## config.mk

```make
export PLATFORM = sky130hd
export DESIGN_NAME = byte_ring_fifo_with_commit_rollback
export DESIGN_NICKNAME = d
export VERILOG_FILES = /design/src/hdl/brf_pkg.sv /design/src/hdl/byte_ring_fifo_with_commit_rollback.sv /design/src/hdl/brf_ctrl.sv /design/src/hdl/brf_datapath.sv
export SDC_FILE = /design/constraint.sdc
export NUM_CORES = 2
export LEC_CHECK = 0
export BUFFER_PORTS_ARGS = -buffer_cell sky130_fd_sc_hd__buf_4
export CORE_MARGIN = 2
export CORE_UTILIZATION = 35
export CTS_CLUSTER_DIAMETER = 50
export DETAILED_ROUTE_END_ITERATION = 12
export SLEW_MARGIN = 20
export SYNTH_ARGS = -nofsm -noshare
export SYNTH_HDL_FRONTEND = slang
export SYNTH_HIERARCHICAL = 1
export SYNTH_SLANG_ARGS = --single-unit
```

## constraint.sdc

```tcl
create_clock -name clk -period 5.7 [get_ports clk]
set_input_delay 0.57 -clock clk [delete_from_list [all_inputs] [get_ports clk]]
set_output_delay 0.57 -clock clk [all_outputs]
set_load 0.005 [all_outputs]
```

## src/hdl/brf_pkg.sv

```systemverilog
// brf_pkg: shared types and constants for the byte ring fifo with commit and rollback
// command and result codes, default sizes, controller to datapath structs
// no dependencies
package brf_pkg;

	// default sizes
	localparam int DEPTH_DEF     = 256;
	localparam int MAX_BURST_DEF = 64;

	// field widths
	localparam int CMD_W    = 3;
	localparam int BYTE_W   = 8;
	localparam int COUNT_W  = 7;
	localparam int STATUS_W = 2;
	localparam int FILL_W   = 8;

	// command codes
	localparam logic [CMD_W-1:0] CMD_PUSH   = 3'd0;
	localparam logic [CMD_W-1:0] CMD_POP    = 3'd1;
	localparam logic [CMD_W-1:0] CMD_PEEK   = 3'd2;
	localparam logic [CMD_W-1:0] CMD_BLOCK  = 3'd3;
	localparam logic [CMD_W-1:0] CMD_ACK    = 3'd4;
	localparam logic [CMD_W-1:0] CMD_NACK   = 3'd5;
	localparam logic [CMD_W-1:0] CMD_FLUSH  = 3'd6;
	localparam logic [CMD_W-1:0] CMD_REMOVE = 3'd7;

	// result status codes
	localparam logic [STATUS_W-1:0] ST_OK    = 2'd0;
	localparam logic [STATUS_W-1:0] ST_EMPTY = 2'd1;
	localparam logic [STATUS_W-1:0] ST_FULL  = 2'd2;

	// controller to datapath commands
	typedef struct packed {
		logic accept;   // latch the incoming command, read the head byte
		logic exec;     // carry out the latched command
		logic burst;    // emit one byte of a block peek
	} ctrl_cmd_t;

	// datapath to controller status
	typedef struct packed {
		logic out_free; // output register can take a result this cycle
		logic blk_go;   // latched command is a block peek with bytes to send
		logic rem_one;  // current burst byte is the final one
	} dp_status_t;

endpackage

```

## src/hdl/byte_ring_fifo_with_commit_rollback.sv

```systemverilog
// byte_ring_fifo_with_commit_rollback: top level of the byte ring fifo
// joins the brf_ctrl state machine and the brf_datapath
// depends on brf_pkg, brf_ctrl, brf_datapath
//
// usage
// - slave stream carries commands: push, pop, peek head, peek block, ack, nack,
//   flush and remove; ring holds up to DEPTH-1 bytes
// - master stream carries results; every command gives one result, a block peek
//   gives one result per byte read, and tlast marks the final one
// - a block peek moves the tentative pointer past the bytes sent; ack commits
//   it into the read pointer, nack rolls it back
// - a command is accepted in idle and carried out in execute, which registers its result;
//   a block peek's bytes then leave from the burst state one by one, paced by the
//   one-port registered byte memory
// - a new command is taken only once the previous one has finished; the output
//   register lets that happen while its last result still waits
// - when the receiver stalls, the output register holds its result and the
//   block stops, both in mid burst and before executing the next command
// - reset clears all three pointers and the output valid; memory contents are
//   not cleared, an empty ring never returns them
module byte_ring_fifo_with_commit_rollback import brf_pkg::*; #(
	parameter int DEPTH     = DEPTH_DEF,
	parameter int MAX_BURST = MAX_BURST_DEF
) (
	input  logic        clk,
	input  logic        arst_n,
	// command stream
	input  logic        s_tvalid,
	output logic        s_tready,
	input  logic [23:0] s_tdata,  // cmd[2:0], data_in[10:3], count[17:11], zero pad
	// result stream
	output logic        m_tvalid,
	input  logic        m_tready,
	output logic [23:0] m_tdata,  // data_out[7:0], status[9:8], fill[17:10], zero pad
	output logic        m_tlast
);

	ctrl_cmd_t           ctrl;
	dp_status_t          dp_st;
	logic [BYTE_W-1:0]   out_data;
	logic [STATUS_W-1:0] out_status;
	logic [FILL_W-1:0]   out_fill;

	// sequencer: idle, execute, burst
	brf_ctrl u_ctrl (
		.clk      (clk),
		.arst_n   (arst_n),
		.s_tvalid (s_tvalid),
		.s_tready (s_tready),
		.dp_st    (dp_st),
		.ctrl     (ctrl)
	);

	// pointers, byte memory and result register
	brf_datapath #(
		.DEPTH     (DEPTH),
		.MAX_BURST (MAX_BURST)
	) u_dp (
		.clk        (clk),
		.arst_n     (arst_n),
		.ctrl       (ctrl),
		.dp_st      (dp_st),
		.in_cmd     (s_tdata[2:0]),
		.in_data    (s_tdata[10:3]),
		.in_count   (s_tdata[17:11]),
		.m_tready   (m_tready),
		.m_tvalid   (m_tvalid),
		.out_data   (out_data),
		.out_status (out_status),
		.out_fill   (out_fill),
		.out_last   (m_tlast)
	);

	// pack result fields, lowest first
	assign m_tdata = {6'd0, out_fill, out_status, out_data};

endmodule

```

## src/hdl/brf_ctrl.sv

```systemverilog
// brf_ctrl: sequencing state machine of the byte ring fifo
// steps idle, execute and burst; drives commands into brf_datapath
// depends on brf_pkg
module brf_ctrl import brf_pkg::*; (
	input  logic       clk,
	input  logic       arst_n,
	input  logic       s_tvalid,
	output logic       s_tready,
	input  dp_status_t dp_st,
	output ctrl_cmd_t  ctrl
);

	localparam logic [1:0] S_IDLE  = 2'd0;
	localparam logic [1:0] S_EXEC  = 2'd1;
	localparam logic [1:0] S_BURST = 2'd2;

	logic [1:0] state_q;
	logic [1:0] state_d;

	always_comb begin
		state_d     = state_q;
		ctrl.accept = 1'b0;
		ctrl.exec   = 1'b0;
		ctrl.burst  = 1'b0;
		s_tready    = 1'b0;
		case (state_q)
			S_IDLE: begin
				s_tready    = 1'b1;
				ctrl.accept = s_tvalid;
				if (s_tvalid) begin
					state_d = S_EXEC;
				end
			end
			S_EXEC: begin
				if (dp_st.out_free) begin
					ctrl.exec = 1'b1;
					state_d   = dp_st.blk_go ? S_BURST : S_IDLE;
				end
			end
			S_BURST: begin
				if (dp_st.out_free) begin
					ctrl.burst = 1'b1;
					if (dp_st.rem_one) begin
						state_d = S_IDLE;
					end
				end
			end
			default: begin
				state_d = S_IDLE;
			end
		endcase
	end

	always_ff @(posedge clk or negedge arst_n) begin
		if (!arst_n) begin
			state_q <= S_IDLE;
		end else begin
			state_q <= state_d;
		end
	end

endmodule

```

## src/hdl/brf_datapath.sv

```systemverilog
// brf_datapath: pointers, byte memory and result register of the byte ring fifo
// acts on commands from brf_ctrl and reports status back
// depends on brf_pkg
module brf_datapath import brf_pkg::*; #(
	parameter int DEPTH     = DEPTH_DEF,
	parameter int MAX_BURST = MAX_BURST_DEF
) (
	input  logic                clk,
	input  logic                arst_n,
	input  ctrl_cmd_t           ctrl,
	output dp_status_t          dp_st,
	input  logic [CMD_W-1:0]    in_cmd,
	input  logic [BYTE_W-1:0]   in_data,
	input  logic [COUNT_W-1:0]  in_count,
	input  logic                m_tready,
	output logic                m_tvalid,
	output logic [BYTE_W-1:0]   out_data,
	output logic [STATUS_W-1:0] out_status,
	output logic [FILL_W-1:0]   out_fill,
	output logic                out_last
);

	localparam int PW = (DEPTH > 1) ? $clog2(DEPTH) : 1;
	localparam int DW = PW + 1;
	localparam int CW = (DW > COUNT_W) ? DW : COUNT_W;
	localparam int XW = (DW > FILL_W) ? DW : FILL_W;

	function automatic logic [PW-1:0] ring_add(input logic [PW-1:0] p, input logic [DW-1:0] n);
		logic [DW-1:0] s;
		s = DW'(p) + n;
		if (s >= DW'(DEPTH)) begin
			s = s - DW'(DEPTH);
		end
		return s[PW-1:0];
	endfunction

	function automatic logic [DW-1:0] fill_of(input logic [PW-1:0] w, input logic [PW-1:0] r);
		if (w >= r) begin
			return DW'(w) - DW'(r);
		end
		return DW'(DEPTH) - (DW'(r) - DW'(w));
	endfunction

	logic [BYTE_W-1:0] mem [DEPTH];

	logic [PW-1:0]      rd_pos_q, wr_pos_q, tn_pos_q;
	logic [PW-1:0]      rd_pos_d, wr_pos_d, tn_pos_d;
	logic [CMD_W-1:0]   cmd_q;
	logic [BYTE_W-1:0]  din_q;
	logic [COUNT_W-1:0] cnt_q;
	logic [BYTE_W-1:0]  rd_data_q;
	logic [PW-1:0]      burst_pos_q;
	logic [COUNT_W-1:0] rem_q;

	logic                out_valid_q;
	logic [BYTE_W-1:0]   out_data_q;
	logic [STATUS_W-1:0] out_status_q;
	logic [FILL_W-1:0]   out_fill_q;
	logic                out_last_q;

	logic [DW-1:0]      fill_cur, fill_nxt;
	logic [XW-1:0]      fill_ext;
	logic [CW-1:0]      cnt_w, fill_w, n_w;
	logic               empty, full, rm_all;
	logic               mem_we;
	logic               rd_en;
	logic [PW-1:0]      rd_addr;
	logic               load;
	logic [BYTE_W-1:0]  res_data;
	logic [STATUS_W-1:0] res_status;
	logic               res_last;

	assign fill_cur = fill_of(wr_pos_q, rd_pos_q);
	assign empty    = (fill_cur == '0);
	assign full     = (fill_cur >= DW'(DEPTH - 1));
	assign cnt_w    = CW'(cnt_q);
	assign fill_w   = CW'(fill_cur);
	assign rm_all   = (cnt_w >= fill_w);

	// burst length: smallest of count, max burst and fill
	always_comb begin
		n_w = cnt_w;
		if (n_w > CW'(MAX_BURST)) begin
			n_w = CW'(MAX_BURST);
		end
		if (n_w > fill_w) begin
			n_w = fill_w;
		end
	end

	assign dp_st.out_free = !out_valid_q || m_tready;
	assign dp_st.blk_go   = (cmd_q == CMD_BLOCK) && (n_w != '0);
	assign dp_st.rem_one  = (rem_q == COUNT_W'(1));

	// command execution
	always_comb begin
		rd_pos_d   = rd_pos_q;
		wr_pos_d   = wr_pos_q;
		tn_pos_d   = tn_pos_q;
		mem_we     = 1'b0;
		load       = 1'b0;
		res_data   = '0;
		res_status = ST_OK;
		res_last   = 1'b1;
		if (ctrl.exec) begin
			load = 1'b1;
			case (cmd_q)
				CMD_PUSH: begin
					if (full) begin
						res_status = ST_FULL;
					end else begin
						mem_we   = 1'b1;
						wr_pos_d = ring_add(wr_pos_q, DW'(1));
					end
				end
				CMD_POP: begin
					if (empty) begin
						res_status = ST_EMPTY;
					end else begin
						res_data = rd_data_q;
						rd_pos_d = ring_add(rd_pos_q, DW'(1));
					end
				end
				CMD_PEEK: begin
					if (empty) begin
						res_status = ST_EMPTY;
					end else begin
						res_data = rd_data_q;
					end
				end
				CMD_BLOCK: begin
					tn_pos_d = ring_add(rd_pos_q, n_w[DW-1:0]);
					if (n_w != '0) begin
						load = 1'b0;
					end else if (empty) begin
						res_status = ST_EMPTY;
					end
				end
				CMD_ACK: begin
					rd_pos_d = tn_pos_q;
				end
				CMD_NACK: begin
					tn_pos_d = rd_pos_q;
				end
				CMD_FLUSH: begin
					rd_pos_d = '0;
					wr_pos_d = '0;
					tn_pos_d = '0;
				end
				CMD_REMOVE: begin
					if (rm_all) begin
						rd_pos_d = '0;
						wr_pos_d = '0;
						tn_pos_d = '0;
					end else begin
						rd_pos_d = ring_add(rd_pos_q, cnt_w[DW-1:0]);
						tn_pos_d = rd_pos_d;
					end
				end
				default: begin
					load = 1'b1;
				end
			endcase
		end else if (ctrl.burst) begin
			load     = 1'b1;
			res_data = rd_data_q;
			res_last = dp_st.rem_one;
		end
	end

	assign fill_nxt = fill_of(wr_pos_d, rd_pos_d);
	assign fill_ext = XW'(fill_nxt);

	// head read on accept, next burst byte while more remain
	always_comb begin
		rd_en   = 1'b0;
		rd_addr = rd_pos_q;
		if (ctrl.accept) begin
			rd_en = 1'b1;
		end else if (ctrl.burst && !dp_st.rem_one) begin
			rd_en   = 1'b1;
			rd_addr = burst_pos_q;
		end
	end

	always_ff @(posedge clk) begin
		if (mem_we) begin
			mem[wr_pos_q] <= din_q;
		end
	end

	always_ff @(posedge clk) begin
		if (rd_en) begin
			rd_data_q <= mem[rd_addr];
		end
	end

	always_ff @(posedge clk) begin
		if (ctrl.accept) begin
			cmd_q <= in_cmd;
			din_q <= in_data;
			cnt_q <= in_count;
		end
		if (ctrl.exec) begin
			burst_pos_q <= ring_add(rd_pos_q, DW'(1));
			rem_q       <= n_w[COUNT_W-1:0];
		end else if (ctrl.burst) begin
			burst_pos_q <= ring_add(burst_pos_q, DW'(1));
			rem_q       <= rem_q - COUNT_W'(1);
		end
		if (load) begin
			out_data_q   <= res_data;
			out_status_q <= res_status;
			out_fill_q   <= fill_ext[FILL_W-1:0];
			out_last_q   <= res_last;
		end
	end

	always_ff @(posedge clk or negedge arst_n) begin
		if (!arst_n) begin
			rd_pos_q    <= '0;
			wr_pos_q    <= '0;
			tn_pos_q    <= '0;
			out_valid_q <= 1'b0;
		end else begin
			rd_pos_q <= rd_pos_d;
			wr_pos_q <= wr_pos_d;
			tn_pos_q <= tn_pos_d;
			if (load) begin
				out_valid_q <= 1'b1;
			end else if (m_tready) begin
				out_valid_q <= 1'b0;
			end
		end
	end

	assign m_tvalid   = out_valid_q;
	assign out_data   = out_data_q;
	assign out_status = out_status_q;
	assign out_fill   = out_fill_q;
	assign out_last   = out_last_q;

endmodule
```

== Word-level counts from Yosys, hierarchy flattened ==
Memory sizes are Yosys's and may differ from the RTL's. A register that Yosys moved wholly into a read port is not among the register bits.
Cells that the tools add are included.

* Latch bits: 0
* Memories: 1
* Logic and storage cells: 134
* Bits in writable memories: 2048
* Bits in read-only memories: 0
* Output and inout bits: 27
* Register bits: 79
* Input port bits: 28

* Mux-type cells: 60
* Magnitude comparators: 11
* Bitwise operators: 1
* Multipliers: 0
* Shift-type cells: 0
* Div/mod/pow operators: 0
* Equality and inequality tests: 14
* Reduce and logical (&&, ||, !) cells: 16
* Add/sub/neg operators: 17

{| class="wikitable"
|+ Memories
! memory !! depth !! width !! read ports !! clocked after memory_dff !! wr ports !! line !! RTL
|-
| u_dp.mem || 256 || 8 || 1 || 1 || 1 || brf_datapath.sv:44 || <nowiki>logic [BYTE_W-1:0] mem [DEPTH];</nowiki>
|}

{| class="wikitable"
|+ Operator list
! kind !! number
|-
| $mux W8 || 21
|-
| $pmux W8 S4 || 2
|-
| $ge A9 B9 Y1 const B || 5
|-
| $sub A8 B1 Y8 const B || 5
|-
| $add A8 B1 Y9 const B || 3
|-
| $mux W9 || 3
|-
| $pmux W8 S3 || 1
|-
| $mux W1 || 21
|-
| $mux W7 || 3
|-
| $sub A8 B8 Y9 || 2
|-
| $ge A8 B8 Y1 || 2
|-
| $sub A8 B8 Y8 || 2
|-
| $mux W2 || 7
|-
| $eq A3 B3 Y1 const B || 4
|-
| $pmux W2 S3 || 2
|-
| $add A8 B7 Y9 || 1
|-
| $add A8 B9 Y9 || 1
|-
| $ge A7 B9 Y1 || 1
|-
| $ge A9 B8 Y1 const B || 1
|-
| $gt A7 B9 Y1 || 1
|-
| $logic_not A9 Y1 || 1
|-
| $reduce_bool A9 Y1 || 1
|-
| $sub A9 B9 Y9 const A || 1
|-
| $sub A1 B8 Y8 const A || 1
|-
| 20 further kinds || 27
|}

== Longest topological paths before layout ==
* Depth after elaboration: 10
* Mapped depth: 27
* Mapped depth without buffers: 27

== By module ==
The synthesis kept the hierarchy.

{| class="wikitable"
|+ Modules (own cells, without submodules)
! module !! instances !! area an instance (µm²) !! sequential area each (µm²) !! cells each
|-
| brf_datapath || 1 || 85214.2 || 63926.3 || 4858
|-
| brf_ctrl || 1 || 111.4 || 50.0 || 12
|-
| byte_ring_fifo_with_commit_rollback || 1 || 48.8 || 0.0 || 7
|}

== Worst setup path after synthesis ==
No wires, ideal clock.

* Path kind: register to register
* Start: register u_dp.wr_pos_q[0]
* End: register u_dp.tn_pos_q[6]
* Clock period less this slack: 5.161 ns
* Buffers on the path: 0
* Data arrival time: 5.026 ns
* Path slack: 0.539 ns
* Stages on the path, launching flop included: 27
* Required time: 5.565 ns
* Library setup time: 0.135 ns
* Cells stage by stage: dfrtp_1 > inv_1 > ha_1 > inv_1 > fa_1 > a211oi_2 > o21bai_1 > a21oi_2 > xnor2_2 > inv_1 > ha_1 > o21ai_0 > a2111oi_4 > mux2i_1 > ha_1 > inv_1 > fa_1 > inv_1 > a21oi_1 > o21bai_1 > a21o_1 > a21oi_1 > xor2_1 > nor2_1 > a31oi_1 > o221a_2 > o21ai_0

* Word-level cells in the longest chain between the ends: 9
* Elaborated cells on any way between the ends: 16
* Those cells by class: add/sub: 5; order compare: 4; mux: 7

{| class="wikitable"
|+ Ends and longest elaborated chain
! item !! line !! RTL
|-
| from (decl) || brf_datapath.sv:46 || <nowiki>logic [PW-1:0] rd_pos_q, wr_pos_q, tn_pos_q;</nowiki>
|-
| from (signal assigned) || brf_datapath.sv:227 || <nowiki>wr_pos_q <= wr_pos_d;</nowiki>
|-
| $sub A8 B8 Y9 (tied with other cells) || brf_datapath.sv:41 || <nowiki>return DW'(DEPTH) - (DW'(r) - DW'(w));</nowiki>
|-
| $sub A9 B9 Y9 (tied with other cells) || brf_datapath.sv:41 ||
|-
| $mux W9 * || brf_datapath.sv:41 ||
|-
| $gt A7 B9 Y1 || brf_datapath.sv:86 || <nowiki>if (n_w > fill_w) begin</nowiki>
|-
| $mux W9 || brf_datapath.sv:86 ||
|-
| $add A8 B9 Y9 || brf_datapath.sv:30 || <nowiki>s = DW'(p) + n;</nowiki>
|-
| $sub A8 B1 Y8 or $ge A9 B9 Y1 (tied branches) || brf_datapath.sv:32, brf_datapath.sv:31 ||
|-
| $mux W8 || brf_datapath.sv:31 || <nowiki>if (s >= DW'(DEPTH)) begin</nowiki>
|-
| $pmux W8 S4 * || brf_datapath.sv:107 || <nowiki>case (cmd_q)</nowiki>
|-
| to (signal assigned) || brf_datapath.sv:228 || <nowiki>tn_pos_q <= tn_pos_d;</nowiki>
|-
| to (decl) || brf_datapath.sv:46 ||
|}

Mark *: on every way between the ends. The rest lies on a longest branch, timed or not. The select of a mux whose other input is x is not followed.
A chain may end at the register's enable or synchronous reset.

== Worst setup path after layout ==
Ends and elaborated chain as after synthesis.

==> results by group <==
CTS
  – Max clock buf depth: 3
  – Cts bufs inserted: 220
  – Clock Sinks: 2,135
  – Clock Latency Late Sink: ~0.87 ns
  – TritonCTS clock tree: done
  – H-tree depth: 4
  – Clock-pin slew on the worst setup and hold paths: 0.06 ns
  – Cell chosen for the clock root: clkbuf_16

Setup path
  – Kind of critical path: reg2reg
  – Max incr delay on CP: between 0.4 and 0.5 ns
  – CP Data Arrival Time: 6.07 ns
  – CP Data Required Time: 6.41 ns
  – Crit. End Element: register
  – Worst-path maximum fanout: 4
  – Startpoint types: register
  – Slowest CP cell: fa_1
  – Most common cell on crit path: inv_1

Global routing
  – Met1 usage: 23.79%
  – Met3 usage: 3.065%
  – Gr usage total: between 10% and 20%
  – Largest net degree at the start of global routing: 216
  – Busiest layer in global routing: met2
  – Global-route wire length before repair: approximately 320 mm
  – Vias in the first global route: 46,790
  – Antenna violations before repair: 3
  – Met2 Use GR: around 29%
  – Grt total ovfl: 0

Routing
  – Routed WL: between 200 and 250 mm
  – Detail Route Antenna Nets: 0
  – DRC: 0
  – Via density: 5.423
  – Via count: 46,720
  – WL/cell: 25.73 um
  – Initial drt markers: about 5,300
  – Pre-antenna DRT Iters: 8

Layout
  – Commonest non-fill, non-tap cells in the layout: edfxtp_1 (2,108), nand2_1 (595), mux4_2 (366)
  – Layout overhead on the synthesized area: 15.69%
  – Footprint of the multi-input gates: 20,000 um^2
  – Post-layout util: 40.65%
  – Commonest non-fill, non-tap cell in the layout: edfxtp_1
  – Fraction of layout cells with a size suffix above 1: 21.03%
  – NumNets Final: 5,311
  – FILL cells: 21,650
  – Sequential cell area: ~64,000 um^2

Placed design
  – I/O Buffers: 42
  – Routability cong.: about 0.87
  – DP HPWL: between 100 and 150 mm

Floorplanning
  – Die area: ~250,000 um^2
  – Site Rows: 181
  – Die Wd: 497.9 um
  – # IOs: 55
  – Die Y: approximately 500 um
  – Core area: 243,000 um^2
  – Starting Density: 35.13%

Logic synthesis
  – Synth top area share: 74.14%
  – Ys Warns: 6
  – Top post-synthesis cells by area: edfxtp_1 (74%), mux4_2 (9.7%), nand2_1 (2.6%)
  – Synth Cell Area: 85,370 um^2
  – Number of flops mapped to enable cells by yosys: 2,108
  – Area leader, netlist: edfxtp_1
  – Asr flop ratio synth: 1.265%
  – Primary FF master, synth: edfxtp_1
  – Sequential area share after synthesis: 74.94%
  – Avg Cell Area, Syn: 17.51 um^2
  – Register bit total from synthesis: about 2,100
  – Post-Synthesis Cells: 4,877
  – Synth cell types: 91

Run status
  – Status: finished clean

STA
  – Final setup viols: 0
  – FMAX: around 190 MHz
  – Clock skew: 0.05804 ns
  – Final Hold Fails: 0
  – Crit share post-route: 94.07%
  – Post-Route Setup TNS: 0 ns
  – Max-slew violations: 0
  – Slew @ Worst Pin: around 1.2 ns
  – Clock period minus worst slack: 5.362 ns
  – Slew headroom: 22.84%

Job
  – Max-cap viol count: 0

Pwr
  – Peak VDD IR: 454.0 uV
  – Power Density: 469.5 nW/um^2
  – Pleak: between 30 and 40 nW

Hold path
  – Path category of the worst min-delay check: in2async
==> timing repair <==
| item | 4_1_cts | 5_1_grt |
|---|---|---|
| resized for setup | 0 | 17 |
| endpoints found under the hold margin | 47 | 0 |
| hold buffers | 21 | 0 |
| buffers inserted | 0 | 7 |
| setup endpoints to repair | 0 | 7 |
==> worst max-delay path, delay by kind of cell (launching register included) <==
family                   cells  cell delay [ns]
XOR/XNOR                     2             0.38
buffers and inverters        6             0.60
flip-flops                   1             0.39
multiplexers                 1             0.24
adder cells (fa/ha/maj)      5             1.49
AO/OA/AOI/OAI               11             1.92
AND/OR/NAND/NOR              3             0.19
==> layout make-up <==
cell class / count / area share (%)
multi-input cells: 2417 / 20.25
diodes: 2 / 0.005067
flip-flops and latches: 2135 / 64.77
repair buffers: 412 / 3.656
inverters: 44 / 0.1672
clock inverters: 124 / 1.267
clock buffers: 279 / 5.820
well taps: 3202 / 4.056
==> synthesized netlist by cell type (all sizes together), types with 14 or more instances <==
master and n:
o21ai 57, ha 50, nor4 16, dfrtp 27, nor3 37, edfxtp 2108, o2111ai 42, xor2 19
a22oi 44, nand2 598, o22ai 17, nor2 315, nand2b 17, mux4 366, xnor2 24, and3 17
clkbuf 122, a22o 33, a31oi 41, a21oi 112, buf 164, nor2b 26, nand4 76, a21o 14
nand3 253, mux2i 93, inv 44, a221oi 39
==> state kept, by name, summed over array words and instances (netlist names) <==
signal            count
u_ctrl/state_q        2
u_dp/burst_pos_q      8
u_dp/cmd_q            3
u_dp/cnt_q            7
u_dp/din_q            8
u_dp/m_tvalid         1
u_dp/mem           2048
u_dp/out_data         8
u_dp/out_fill         8
u_dp/out_last         1
u_dp/out_status       2
u_dp/rd_data_q        8
u_dp/rd_pos_q         8
u_dp/rem_q            7
u_dp/tn_pos_q         8
u_dp/wr_pos_q         8
==> where the power goes <==
part | switching [mW] | internal, mW
combinational | 8.79 | 4.92
clock | 6.03 | 7.90
sequential | 0.286 | 18.4
==> cells by family after synthesis <==
group | Yosys count | share of synthesized area (%)
AO/OA/AOI/OAI | 463 | 3.897
XOR/XNOR | 43 | 0.4675
adder cells (fa/ha/maj) | 53 | 0.8031
buffers and inverters | 330 | 1.904
flip-flops | 2135 | 74.94
multiplexers | 464 | 10.82
other | 1 | 0.004392
AND/OR/NAND/NOR | 1388 | 7.164
==> routing by layer <==
layer  vias to the layer above  part of all wire [%]
met2                      1855                    49
met1                     24410                    41
met3                       367                   7.1
met5                         -                0.0036
met4                         2                   3.0
li1                      20080                     -
==> per-stage QoR <==
stage               hold WS, ns  power [mW]  cells  area, um^2  worst slack [ns]
global placement         0.4744       32.48   8179       91370            0.2235
floorplan                0.2744       27.62   4882       85390            0.5386
detailed placement       0.4768       32.64   8180       91380            0.1572
global route             0.2125       48.11   8613       98760          -0.01204
CTS                      0.1462       46.54   8604       98590            0.1262
finish                   0.2035       46.37   8615       98770            0.3379
==> worst paths after layout <==
kind	start	end	slack [ns]	cells after the start
hold / removal	arst_n	u_dp/rd_pos_q[1]	0.20	2
setup / recovery	u_dp/wr_pos_q[0]	u_dp/tn_pos_q[6]	0.34	28
max in group asynchronous	arst_n	u_dp/tn_pos_q[6]	5.17	2
hold reg to reg	u_ctrl/state_q[1]	u_ctrl/state_q[0]	0.50	1
min in group clk	s_tdata[12]	u_dp/cnt_q[1]	0.42	2
setup reg to reg	u_dp/wr_pos_q[0]	u_dp/tn_pos_q[6]	0.34	28
Note: power is estimated with default switching activity, not from simulation.
